## src/rtl/core/ccr_pkg.sv

```systemverilog
// Package with the constants and types shared by the clock replacement cache files.
package ccr_pkg;

  localparam int unsigned Capacity  = 16;
  localparam int unsigned KeyBits   = 64;
  localparam int unsigned ValueBits = 64;
  localparam int unsigned SlotW     = $clog2(Capacity);
  localparam int unsigned CntW      = $clog2(Capacity + 1);
  localparam int unsigned CfgW      = 5;

  localparam logic [CfgW-1:0] ActiveReset = CfgW'(Capacity);

  localparam logic OP_LOOKUP = 1'b0;
  localparam logic OP_WRITE  = 1'b1;

  typedef enum logic [1:0] {
    ST_IDLE,
    ST_LOOK,
    ST_SWEEP,
    ST_FINISH
  } state_e;

  typedef struct packed {
    logic        operation;
    logic [63:0] key;
    logic [63:0] write_value;
  } in_item_t;

  typedef struct packed {
    logic        hit;
    logic [63:0] read_value;
    logic [3:0]  slot;
    logic        replaced;
  } out_item_t;

  typedef struct packed {
    logic                 we;
    logic [SlotW-1:0]     waddr;
    logic [KeyBits-1:0]   wkey;
    logic [ValueBits-1:0] wval;
    logic [SlotW-1:0]     raddr;
  } mem_req_t;

endpackage

```

## src/rtl/core/clock_replacement_cache.sv

```systemverilog
// Top level of the fully associative key/value cache with clock replacement.
// A lookup reads one stored key per cycle from the key memory and compares it, lowest slot
// first, up to the fill count, and skips the scan on an empty cache. A write into a free
// slot goes straight to the result; a write to a full cache moves the clock hand one slot
// per cycle, clearing use marks, until it finds an unmarked slot below n, where n is the
// configured active count limited to the range 1 to 16.
// The block takes a new item only after the previous one has reached the output register,
// which may still hold an earlier result.
module clock_replacement_cache (
  input  logic                       clk_i,
  input  logic                       rst_ni,
  input  logic                       in_valid_i,
  output logic                       in_ready_o,
  input  ccr_pkg::in_item_t          in_item_i,
  output logic                       out_valid_o,
  input  logic                       out_ready_i,
  output ccr_pkg::out_item_t         out_item_o,
  input  logic                       cfg_valid_i,
  output logic                       cfg_ready_o,
  input  logic [ccr_pkg::CfgW-1:0]   cfg_data_i
);

  logic [ccr_pkg::CfgW-1:0]      active_q, active_d;
  logic [ccr_pkg::CntW-1:0]      eff_cnt;
  ccr_pkg::mem_req_t             mem_req;
  logic [ccr_pkg::KeyBits-1:0]   rd_key;
  logic [ccr_pkg::ValueBits-1:0] rd_val;

  assign cfg_ready_o = 1'b1;
  assign active_d    = (cfg_valid_i) ? cfg_data_i : active_q;

  always_ff @(posedge clk_i or negedge rst_ni) begin
    if (!rst_ni) begin
      active_q <= ccr_pkg::ActiveReset;
    end else begin
      active_q <= active_d;
    end
  end

  always_comb begin
    priority if (active_q == '0) begin
      eff_cnt = ccr_pkg::CntW'(1);
    end else if (ccr_pkg::CntW'(active_q) > ccr_pkg::CntW'(ccr_pkg::Capacity)) begin
      eff_cnt = ccr_pkg::CntW'(ccr_pkg::Capacity);
    end else begin
      eff_cnt = ccr_pkg::CntW'(active_q);
    end
  end

  ccr_ctrl u_ctrl (
    .clk_i       (clk_i),
    .rst_ni      (rst_ni),
    .eff_cnt_i   (eff_cnt),
    .in_valid_i  (in_valid_i),
    .in_ready_o  (in_ready_o),
    .in_item_i   (in_item_i),
    .out_valid_o (out_valid_o),
    .out_ready_i (out_ready_i),
    .out_item_o  (out_item_o),
    .mem_req_o   (mem_req),
    .rd_key_i    (rd_key),
    .rd_val_i    (rd_val)
  );

  ccr_store u_store (
    .clk_i    (clk_i),
    .req_i    (mem_req),
    .rd_key_o (rd_key),
    .rd_val_o (rd_val)
  );

  a_busy_after_accept: assert property (@(posedge clk_i) disable iff (!rst_ni)
    in_valid_i && in_ready_o |=> !in_ready_o)
    else $error("Input was still ready right after an item was accepted.");

  a_write_no_hit: assert property (@(posedge clk_i) disable iff (!rst_ni)
    out_valid_o && out_item_o.replaced |-> !out_item_o.hit)
    else $error("A replacing write reported a hit.");

  a_miss_zero: assert property (@(posedge clk_i) disable iff (!rst_ni)
    out_valid_o && !out_item_o.hit |-> out_item_o.read_value == '0)
    else $error("A result without a hit carried a nonzero value.");

  a_victim_in_range: assert property (@(posedge clk_i) disable iff (!rst_ni)
    mem_req.we && !in_ready_o |-> ccr_pkg::CntW'(mem_req.waddr) < eff_cnt)
    else $error("The clock hand replaced a slot beyond the active count.");

endmodule

```

## src/rtl/core/ccr_store.sv

```systemverilog
// Key and value memories with one write port and one registered read port.
module ccr_store (
  input  logic                          clk_i,
  input  ccr_pkg::mem_req_t             req_i,
  output logic [ccr_pkg::KeyBits-1:0]   rd_key_o,
  output logic [ccr_pkg::ValueBits-1:0] rd_val_o
);

  logic [ccr_pkg::KeyBits-1:0]   key_mem [ccr_pkg::Capacity];
  logic [ccr_pkg::ValueBits-1:0] val_mem [ccr_pkg::Capacity];
  logic [ccr_pkg::KeyBits-1:0]   rd_key_q;
  logic [ccr_pkg::ValueBits-1:0] rd_val_q;

  always_ff @(posedge clk_i) begin
    if (req_i.we) begin
      key_mem[req_i.waddr] <= req_i.wkey;
      val_mem[req_i.waddr] <= req_i.wval;
    end
  end

  always_ff @(posedge clk_i) begin
    rd_key_q <= key_mem[req_i.raddr];
    rd_val_q <= val_mem[req_i.raddr];
  end

  assign rd_key_o = rd_key_q;
  assign rd_val_o = rd_val_q;

endmodule

```

## src/rtl/core/ccr_ctrl.sv

```systemverilog
// Sequencer that scans keys, sweeps the clock hand and holds the result register.
module ccr_ctrl (
  input  logic                          clk_i,
  input  logic                          rst_ni,
  input  logic [ccr_pkg::CntW-1:0]      eff_cnt_i,
  input  logic                          in_valid_i,
  output logic                          in_ready_o,
  input  ccr_pkg::in_item_t             in_item_i,
  output logic                          out_valid_o,
  input  logic                          out_ready_i,
  output ccr_pkg::out_item_t            out_item_o,
  output ccr_pkg::mem_req_t             mem_req_o,
  input  logic [ccr_pkg::KeyBits-1:0]   rd_key_i,
  input  logic [ccr_pkg::ValueBits-1:0] rd_val_i
);

  ccr_pkg::state_e                 state_q, state_d;
  logic [ccr_pkg::KeyBits-1:0]     key_q, key_d;
  logic [ccr_pkg::ValueBits-1:0]   val_q, val_d;
  logic [ccr_pkg::SlotW-1:0]       idx_q, idx_d;
  logic [ccr_pkg::SlotW-1:0]       hand_q, hand_d;
  logic [ccr_pkg::CntW-1:0]        fill_q, fill_d;
  logic [ccr_pkg::Capacity-1:0]    marks_q, marks_d;
  ccr_pkg::out_item_t              res_q, res_d;
  ccr_pkg::out_item_t              out_q, out_d;
  logic                            out_valid_q, out_valid_d;
  logic [ccr_pkg::SlotW-1:0]       hand_adv;
  logic [ccr_pkg::CntW-1:0]        hand_inc;
  logic [ccr_pkg::CntW-1:0]        idx_inc;

  assign hand_inc = ccr_pkg::CntW'(hand_q) + ccr_pkg::CntW'(1);
  assign hand_adv = (hand_inc >= eff_cnt_i) ? '0 : ccr_pkg::SlotW'(hand_inc);
  assign idx_inc  = ccr_pkg::CntW'(idx_q) + ccr_pkg::CntW'(1);

  always_ff @(posedge clk_i or negedge rst_ni) begin
    if (!rst_ni) begin
      state_q     <= ccr_pkg::ST_IDLE;
      hand_q      <= '0;
      fill_q      <= '0;
      marks_q     <= '0;
      out_valid_q <= 1'b0;
    end else begin
      state_q     <= state_d;
      hand_q      <= hand_d;
      fill_q      <= fill_d;
      marks_q     <= marks_d;
      out_valid_q <= out_valid_d;
    end
  end

  always_ff @(posedge clk_i) begin
    key_q <= key_d;
    val_q <= val_d;
    idx_q <= idx_d;
    res_q <= res_d;
    out_q <= out_d;
  end

  always_comb begin
    state_d     = state_q;
    key_d       = key_q;
    val_d       = val_q;
    idx_d       = idx_q;
    hand_d      = hand_q;
    fill_d      = fill_q;
    marks_d     = marks_q;
    res_d       = res_q;
    out_d       = out_q;
    out_valid_d = out_valid_q;
    in_ready_o  = 1'b0;
    mem_req_o       = '0;
    mem_req_o.raddr = ccr_pkg::SlotW'(idx_inc);

    if (out_valid_q && out_ready_i) begin
      out_valid_d = 1'b0;
    end

    unique case (state_q)
      ccr_pkg::ST_IDLE: begin
        in_ready_o      = 1'b1;
        mem_req_o.raddr = '0;
        if (in_valid_i) begin
          key_d = in_item_i.key[ccr_pkg::KeyBits-1:0];
          val_d = in_item_i.write_value[ccr_pkg::ValueBits-1:0];
          idx_d = '0;
          res_d = '0;
          if (in_item_i.operation == ccr_pkg::OP_LOOKUP) begin
            state_d = (fill_q == '0) ? ccr_pkg::ST_FINISH : ccr_pkg::ST_LOOK;
          end else if (fill_q < eff_cnt_i) begin
            mem_req_o.we    = 1'b1;
            mem_req_o.waddr = ccr_pkg::SlotW'(fill_q);
            mem_req_o.wkey  = in_item_i.key[ccr_pkg::KeyBits-1:0];
            mem_req_o.wval  = in_item_i.write_value[ccr_pkg::ValueBits-1:0];
            marks_d[ccr_pkg::SlotW'(fill_q)] = 1'b1;
            fill_d     = fill_q + ccr_pkg::CntW'(1);
            res_d.slot = 4'(fill_q);
            state_d    = ccr_pkg::ST_FINISH;
          end else begin
            if (ccr_pkg::CntW'(hand_q) >= eff_cnt_i) begin
              hand_d = '0;
            end
            state_d = ccr_pkg::ST_SWEEP;
          end
        end
      end
      ccr_pkg::ST_LOOK: begin
        if (rd_key_i == key_q) begin
          res_d.hit        = 1'b1;
          res_d.read_value = 64'(rd_val_i);
          res_d.slot       = 4'(idx_q);
          marks_d[idx_q]   = 1'b1;
          state_d          = ccr_pkg::ST_FINISH;
        end else if (idx_inc >= fill_q) begin
          state_d = ccr_pkg::ST_FINISH;
        end else begin
          idx_d = ccr_pkg::SlotW'(idx_inc);
        end
      end
      ccr_pkg::ST_SWEEP: begin
        hand_d = hand_adv;
        if (marks_q[hand_q]) begin
          marks_d[hand_q] = 1'b0;
        end else begin
          mem_req_o.we    = 1'b1;
          mem_req_o.waddr = hand_q;
          mem_req_o.wkey  = key_q;
          mem_req_o.wval  = val_q;
          marks_d[hand_q] = 1'b1;
          res_d.slot      = 4'(hand_q);
          res_d.replaced  = 1'b1;
          state_d         = ccr_pkg::ST_FINISH;
        end
      end
      ccr_pkg::ST_FINISH: begin
        if (!out_valid_q || out_ready_i) begin
          out_d       = res_q;
          out_valid_d = 1'b1;
          state_d     = ccr_pkg::ST_IDLE;
        end
      end
      default: begin
        state_d = ccr_pkg::ST_IDLE;
      end
    endcase
  end

  assign out_valid_o = out_valid_q;
  assign out_item_o  = out_q;

endmodule

```

## config.mk

```make
export PLATFORM = sky130hd
export DESIGN_NAME = clock_replacement_cache
export DESIGN_NICKNAME = d
export VERILOG_FILES = /design/src/rtl/core/ccr_pkg.sv /design/src/rtl/core/clock_replacement_cache.sv /design/src/rtl/core/ccr_store.sv /design/src/rtl/core/ccr_ctrl.sv
export SDC_FILE = /design/constraint.sdc
export NUM_CORES = 2
export LEC_CHECK = 0
export BUFFER_PORTS_ARGS = -buffer_cell sky130_fd_sc_hd__buf_2
export CORE_ASPECT_RATIO = 0.75
export CORE_MARGIN = 2
export CORE_UTILIZATION = 30
export CTS_CLUSTER_DIAMETER = 200
export DETAILED_ROUTE_END_ITERATION = 10
export PLACE_DENSITY_LB_ADDON = 0.12
export SLEW_MARGIN = 20
export SYNTH_ARGS = -nofsm -noshare
export SYNTH_HDL_FRONTEND = slang
export SYNTH_SLANG_ARGS = --single-unit
```

## constraint.sdc

```tcl
create_clock -name clk_i -period 19.4 [get_ports clk_i]
set_input_delay 1.94 -clock clk_i [delete_from_list [all_inputs] [get_ports clk_i]]
set_output_delay 1.94 -clock clk_i [all_outputs]
set_load 0.005 [all_outputs]
```

# Word level (Yosys, flattened, before mapping)
# Memory sizes are Yosys's and may differ from the RTL's. A register that Yosys moved wholly into a read port is not among the register bits.
# Cells that the tools add are included.
[word_totals]
register_bits = 305
latchBits = 0
ramBits = 2048
rom_bits = 0
in_bits = 139
out_inout_bits = 73
wordCells = 130
n_memories = 2
[memory_table]
columns = ["memory", "words", "word_bits", "read_ports", "rd_ports_with_merged_regs", "wr", "line", "rtl"]
rows = [
  ["u_store.key_mem", 16, 64, 1, 1, 1, "ccr_store.sv:9", "logic [ccr_pkg::KeyBits-1:0] key_mem [ccr_pkg::Capacity];"],
  ["u_store.val_mem", 16, 64, 1, 1, 1, "ccr_store.sv:10", "logic [ccr_pkg::ValueBits-1:0] val_mem [ccr_pkg::Capacity];"],
]
[op_classes]
n_addsub = 3
mul = 0
div_mod_pow = 0
n_lt_le_gt_ge = 11
n_eq_ne = 15
shifts = 0
n_mux = 55
bitwise_logic = 5
n_reduce_logical = 22
[op_table]
columns = ["op", "count"]
rows = [
  ["133-bit 2-to-1 mux", 4],
  ["133-bit one-hot mux with 2 select lines", 1],
  ["65-bit one-hot mux with 2 select lines", 1],
  ["16-bit 2-to-1 mux", 5],
  ["70-bit 2-to-1 mux", 1],
  ["69-bit 2-to-1 mux", 1],
  ["64-bit equality test", 1],
  ["16-bit bitwise OR", 3],
  ["16-bit one-hot mux with 3 select lines", 1],
  ["4-bit 2-to-1 mux", 11],
  ["16-bit bitwise AND", 1],
  ["16-bit inverter", 1],
  ["4-bit one-hot mux with 2 select lines", 2],
  ["4-bit AND reduction", 4],
  ["4-bit by 5-bit < comparator with 1-bit output (second input constant)", 3],
  ["5-bit 2-to-1 mux", 3],
  ["2-bit 2-to-1 mux", 7],
  ["1-bit demux with 4-bit select", 3],
  ["4-bit by 1-bit greater-or-equal comparator with 1-bit output (second input constant)", 3],
  ["2-bit inequality test (second input constant)", 6],
  ["4-bit one-hot mux with 3 select lines", 1],
  ["1-bit 2-to-1 mux", 11],
  ["4-bit by 1-bit adder with 5-bit output (second input constant)", 2],
  ["5-bit greater-or-equal comparator", 2],
  ["21 further kinds", 33],
]

# Depth between registers and ports, before layout
[depth]
word_depth = 10
mapped_depth = 12
depth_no_buf = 11

# Cells and area by module
# Synthesis repeated with hierarchy kept, for this count alone.
[hier_totals]
hier_cells = 4274
hier_area_um2 = 92934.1
[by_module_without_submodules]
columns = ["mod", "instances", "cells_per_inst", "area_per_inst_um2", "seq_area_each_um2"]
rows = [
  ["ccr_store", 1, 3349, 79449.9, 64061.4],
  ["ccr_ctrl", 1, 905, 13255.2, 8868.5],
  ["clock_replacement_cache", 1, 20, 229.0, 126.4],
]

# Least setup slack after synthesis
# OpenSTA, ideal clock, no wires.
[synth_path]
path_type = "input to register"
startpoint = "input port in_valid_i"
endpoint = "memory u_store.key_mem[2][0] (netlist bit) (enable)"
t_arrival_ns = 11.337
required_ns = 18.768
slack_ns = 7.432
cell_stages = 6
path_buffers = 0
cell_sequence = "nand2_1 -> inv_1 -> nand3_1 -> a2111oi_0 -> or2_1 -> nor2b_1"
[synth_via]
elab_chain_cells = 4
[synth_rtl]
columns = ["element", "line", "rtl"]
rows = [
  ["start: declaration", "clock_replacement_cache.sv:12", "input logic in_valid_i,"],
  ["133-bit 2-to-1 mux *", "ccr_ctrl.sv:82", "if (in_valid_i) begin"],
  ["133-bit one-hot mux with 2 select lines *", "ccr_ctrl.sv:78", "unique case (state_q)"],
  ["1-bit 2-to-1 mux", "ccr_store.sv:15", "if (req_i.we) begin"],
  ["1-bit 2-to-1 mux (implied by the code)", "ccr_store.sv:16", "key_mem[req_i.waddr] <= req_i.wkey;"],
  ["end: declaration", "ccr_store.sv:9", ""],
]
# Mark *: on every way between the ends. The rest lies on a longest branch, timed or not.

# Worst setup path after layout
[layout_path]
startpoint = "input port in_valid_i"
endpoint = "memory u_store.key_mem[12][16] (netlist bit) (enable)"
# Same word-level chain as after synthesis.

==> run summary <==
==============================================================================
Area share of the largest cell type after synthesis .............        72.4%
Final min period ................................................      6.97 ns
Class of the worst hold path .................................... register to register
Maximum clock path buffer count .................................            4
Cells on Worst Hold Path ........................................            0
CTS clk-pin slew, worst paths ...................................      0.06 ns
Setup TNS .......................................................         0 ns
Leading area contributor after synthesis ........................     edfxtp_1
Initial DRC Count ...............................................         3517
Final Hold Slack ................................................     0.416 ns
Netlist cell types ..............................................           61
Die Span Y ......................................................       494 um
Post-Synthesis Cells ............................................         5654
Number of max-cap violations ....................................            0
Layout Skew .....................................................    0.0613 ns
Pins Over Slew Limit ............................................            0
Horizontal die dimension ........................................       658 um
Initial Util ....................................................        30.1%
Number of buffer cells added on primary ports ...................          210
Antenna violations before repair ................................           12
# rows ..........................................................          180
Setup repair after global routing missed its margin .............        false
Sinks on Clock Net ..............................................         2481
Synth cell count leaders ........................................ edfxtp_1, nand2_1, mux2i_1
Vias/cell .......................................................         4.90
Area added between synthesis and finish .........................        15.1%
Setup-violating endpoint count in the final report ..............            0
Leakage dissipation .............................................      36.3 nW
Post-cts gate resize count ......................................            0
CTS tree ........................................................          yes
Total of hold buffers inserted after clock tree synthesis .......            0
Worst path required time ........................................     19.83 ns
Status ..........................................................    completed
Routed vias .....................................................        50606
Final Hold Viols ................................................            0
Largest driver fanout on the critical path ......................          102
Worst-skew pair later-pin latency ...............................      0.85 ns
Core region area ................................................  0.320 sq mm
Vias in the first global route ..................................        50625
Least-Margin Pin Slew ...........................................      1.11 ns
End of the worst register-to-register path ...................... u_store.key_mem[12][16]
Classification of the worst setup path .......................... input port to register
Overall power after layout ......................................     0.0183 W
Worst Setup SP ..................................................   in_valid_i
Peak ir drop on the vdd network .................................     0.181 mV
Total global-route track usage ..................................        16.6%
Utilization after layout ........................................        34.6%
Pin count of the biggest net entering global routing ............          147
Worst Reg2Reg Path Length in Cells ..............................           13
Clock Root Buffer ...............................................    clkbuf_16
Number of warnings reported in the yosys synthesis log ..........            0
Synthesized netlist net count ...................................         5828
Total power density per cell area ...............................  166 mW/mm^2
DRC errors left .................................................            0
Crit start category .............................................   input port
Worst slew margin relative to its limit .........................        25.7%
Synthesized flop and latch total ................................         2481
Layout cell share with drive strength beyond 1 ..................        14.0%
Fraction of registers with async set/reset ......................        1.33%
Primary flip-flop cell chosen by synthesis mapping ..............     edfxtp_1
Routed WL .......................................................    275000 um
Final #Nets .....................................................         6031
Number of H-tree levels .........................................            5
Final critical-path share of the clock period ...................        35.9%
Wire length of the first global-routing pass ....................    392000 um
Synth top area cells ............................................ edfxtp_1, mux2i_1, mux4_2, a211oi_1, dfxtp_1
Setup slack of the worst register-to-register path ..............     12.44 ns
Fmax ............................................................      144 MHz
Buffers inserted during post-CTS setup optimization .............            0
Leading cell type by number of instances after synthesis ........     edfxtp_1
ANT nets after route ............................................            0
DP Wirelength ...................................................    145000 um
Number of primary I/O pins ......................................          212
Syn_area_per_cell ...............................................   17.0 sq um
Iteration count of the initial detailed-routing pass ............            5
Die footprint ...................................................  0.325 sq mm
Overflow after GRT ..............................................            0
Sequential area share after synthesis ...........................        75.9%
Number of enable-type register cells in the synthesized netlist .         2320
Cell area after synthesis ....................................... 0.0962 sq mm
GPL Wtd Cong ....................................................        0.753
Pre-CTS setup slack .............................................     11.43 ns
Critical Path Sink Type .........................................     register
Mean routed wirelength per cell .................................      26.6 um
R2R Path Start .................................................. u_ctrl.state_q[0]
Data arrival time of the critical path ..........................      7.40 ns
Crit path to .................................................... u_store.key_mem[12][16]
Final Worst Setup Slack .........................................     12.43 ns
Number of clock buffers inserted by TritonCTS ...................          272
==============================================================================
==> metrics by stage <==
| step | instance area [sq um] | cells |
|---|---|---|
| 6_report | 111000 | 10336 |
| 5_1_grt | 111000 | 10334 |
| 4_1_cts | 111000 | 10334 |
| 3_5_place_dp | 102000 | 9860 |
| 3_3_place_gp | 102000 | 9857 |
| 2_1_floorplan | 96200 | 5654 |
==> worst max-delay path, cell delays in order <==
cell and delay, ns:
buf_2 0.12, nand2_1 0.18, or3_1 0.42, a211oi_4 0.22, buf_12 0.53, a21o_1 0.21
a32oi_1 0.06, o22ai_1 0.33, nor2b_4 0.92, buf_4 0.89, buf_4 0.67, buf_4 0.74
==> cell type report <==
class,instances,area [sq um]
well taps,4277,5350
multi-input cells,2781,21700
diodes,2,5.00
flip-flops and latches,2481,73100
inverters,20,82.6
repair buffers,301,2030
clock buffers,379,7670
clock inverters,95,796
fillers,30388,209000
==> where the power goes <==
group,switching (W),total [W],internal [W],leakage [nW]
Combinational,0.00423,0.00638,0.00215,9.24
Sequential,0.000193,0.00693,0.00674,22.9
Clock,0.00209,0.00500,0.00292,4.14
==> per-layer routing <==
metal / GRT usage, % / vias up / wire, um
met2: 27.9 / 952 / 133000
li1: - / 22781 / -
met4: 3.58 / 0 / 5210
met3: 1.89 / 350 / 8880
met1: 23.1 / 26523 / 128000
met5: 0 / - / 0
==> cell usage in the layout, fill, tap and decap left out, types with 9 or more instances in the layout <==
master	count
a22o_1	137
nor2b_1	261
clkinv_2	32
clkbuf_8	25
o32ai_1	13
clkbuf_16	282
a21oi_1	164
nand2b_1	14
a31oi_1	130
a311oi_1	130
and2_1	67
mux4_2	137
edfxtp_1	2320
dfrtp_1	32
buf_4	68
clkinv_1	34
clkbuf_1	72
nor2_4	9
nand2_1	562
nand3_1	18
a211oi_1	384
buf_2	210
xnor2_1	69
nand4_1	23
buf_12	22
bufinv_16	12
nor2_1	13
dfxtp_1	128
inv_1	18
ha_1	34
mux2i_1	509
o21ai_0	27
==> state kept, by name (all words and copies together), names as in the netlist, 5 cells and up, named ones only <==
| signal | cells |
|---|---|
| u_store.val_mem | 1024 |
| u_ctrl.res_q | 70 |
| u_store.key_mem | 1024 |
| u_store.rd_key_o | 64 |
| u_ctrl.fill_q | 5 |
| u_ctrl.val_q | 64 |
| u_ctrl.key_q | 64 |
| u_ctrl.out_item_o | 70 |
| active_q | 5 |
| u_store.rd_val_o | 64 |
==> kinds of logic (layout without fill, tap and decap cells) <==
| group | Yosys count | in the layout | share of synthesized area, % |
|---|---|---|---|
| AO/OA/AOI/OAI | 1012 | 1012 | 7.65 |
| XOR/XNOR | 72 | 72 | 0.656 |
| adder cells (fa/ha/maj) | 35 | 35 | 0.455 |
| buffers and inverters | 392 | 795 | 1.69 |
| flip-flops | 2481 | 2481 | 75.9 |
| multiplexers | 654 | 654 | 8.60 |
| other | 1 | 3 | 0.00390 |
| AND/OR/NAND/NOR | 1007 | 1007 | 5.01 |
==> worst min path at each step <==
stage	start	end	slack (ns)
6_report	u_ctrl.res_q[35]	u_ctrl.out_item_o[35]	0.42
5_1_grt	u_ctrl.res_q[52]	u_ctrl.out_item_o[52]	0.42
4_1_cts	u_ctrl.res_q[14]	u_ctrl.out_item_o[14]	0.42
3_5_place_dp	u_ctrl.res_q[35]	u_ctrl.out_item_o[35]	0.40
3_3_place_gp	u_ctrl.res_q[28]	u_ctrl.out_item_o[28]	0.41
2_1_floorplan	u_ctrl.res_q[0]	u_ctrl.out_item_o[0]	0.40
Note: power is estimated with default switching activity, not from simulation.
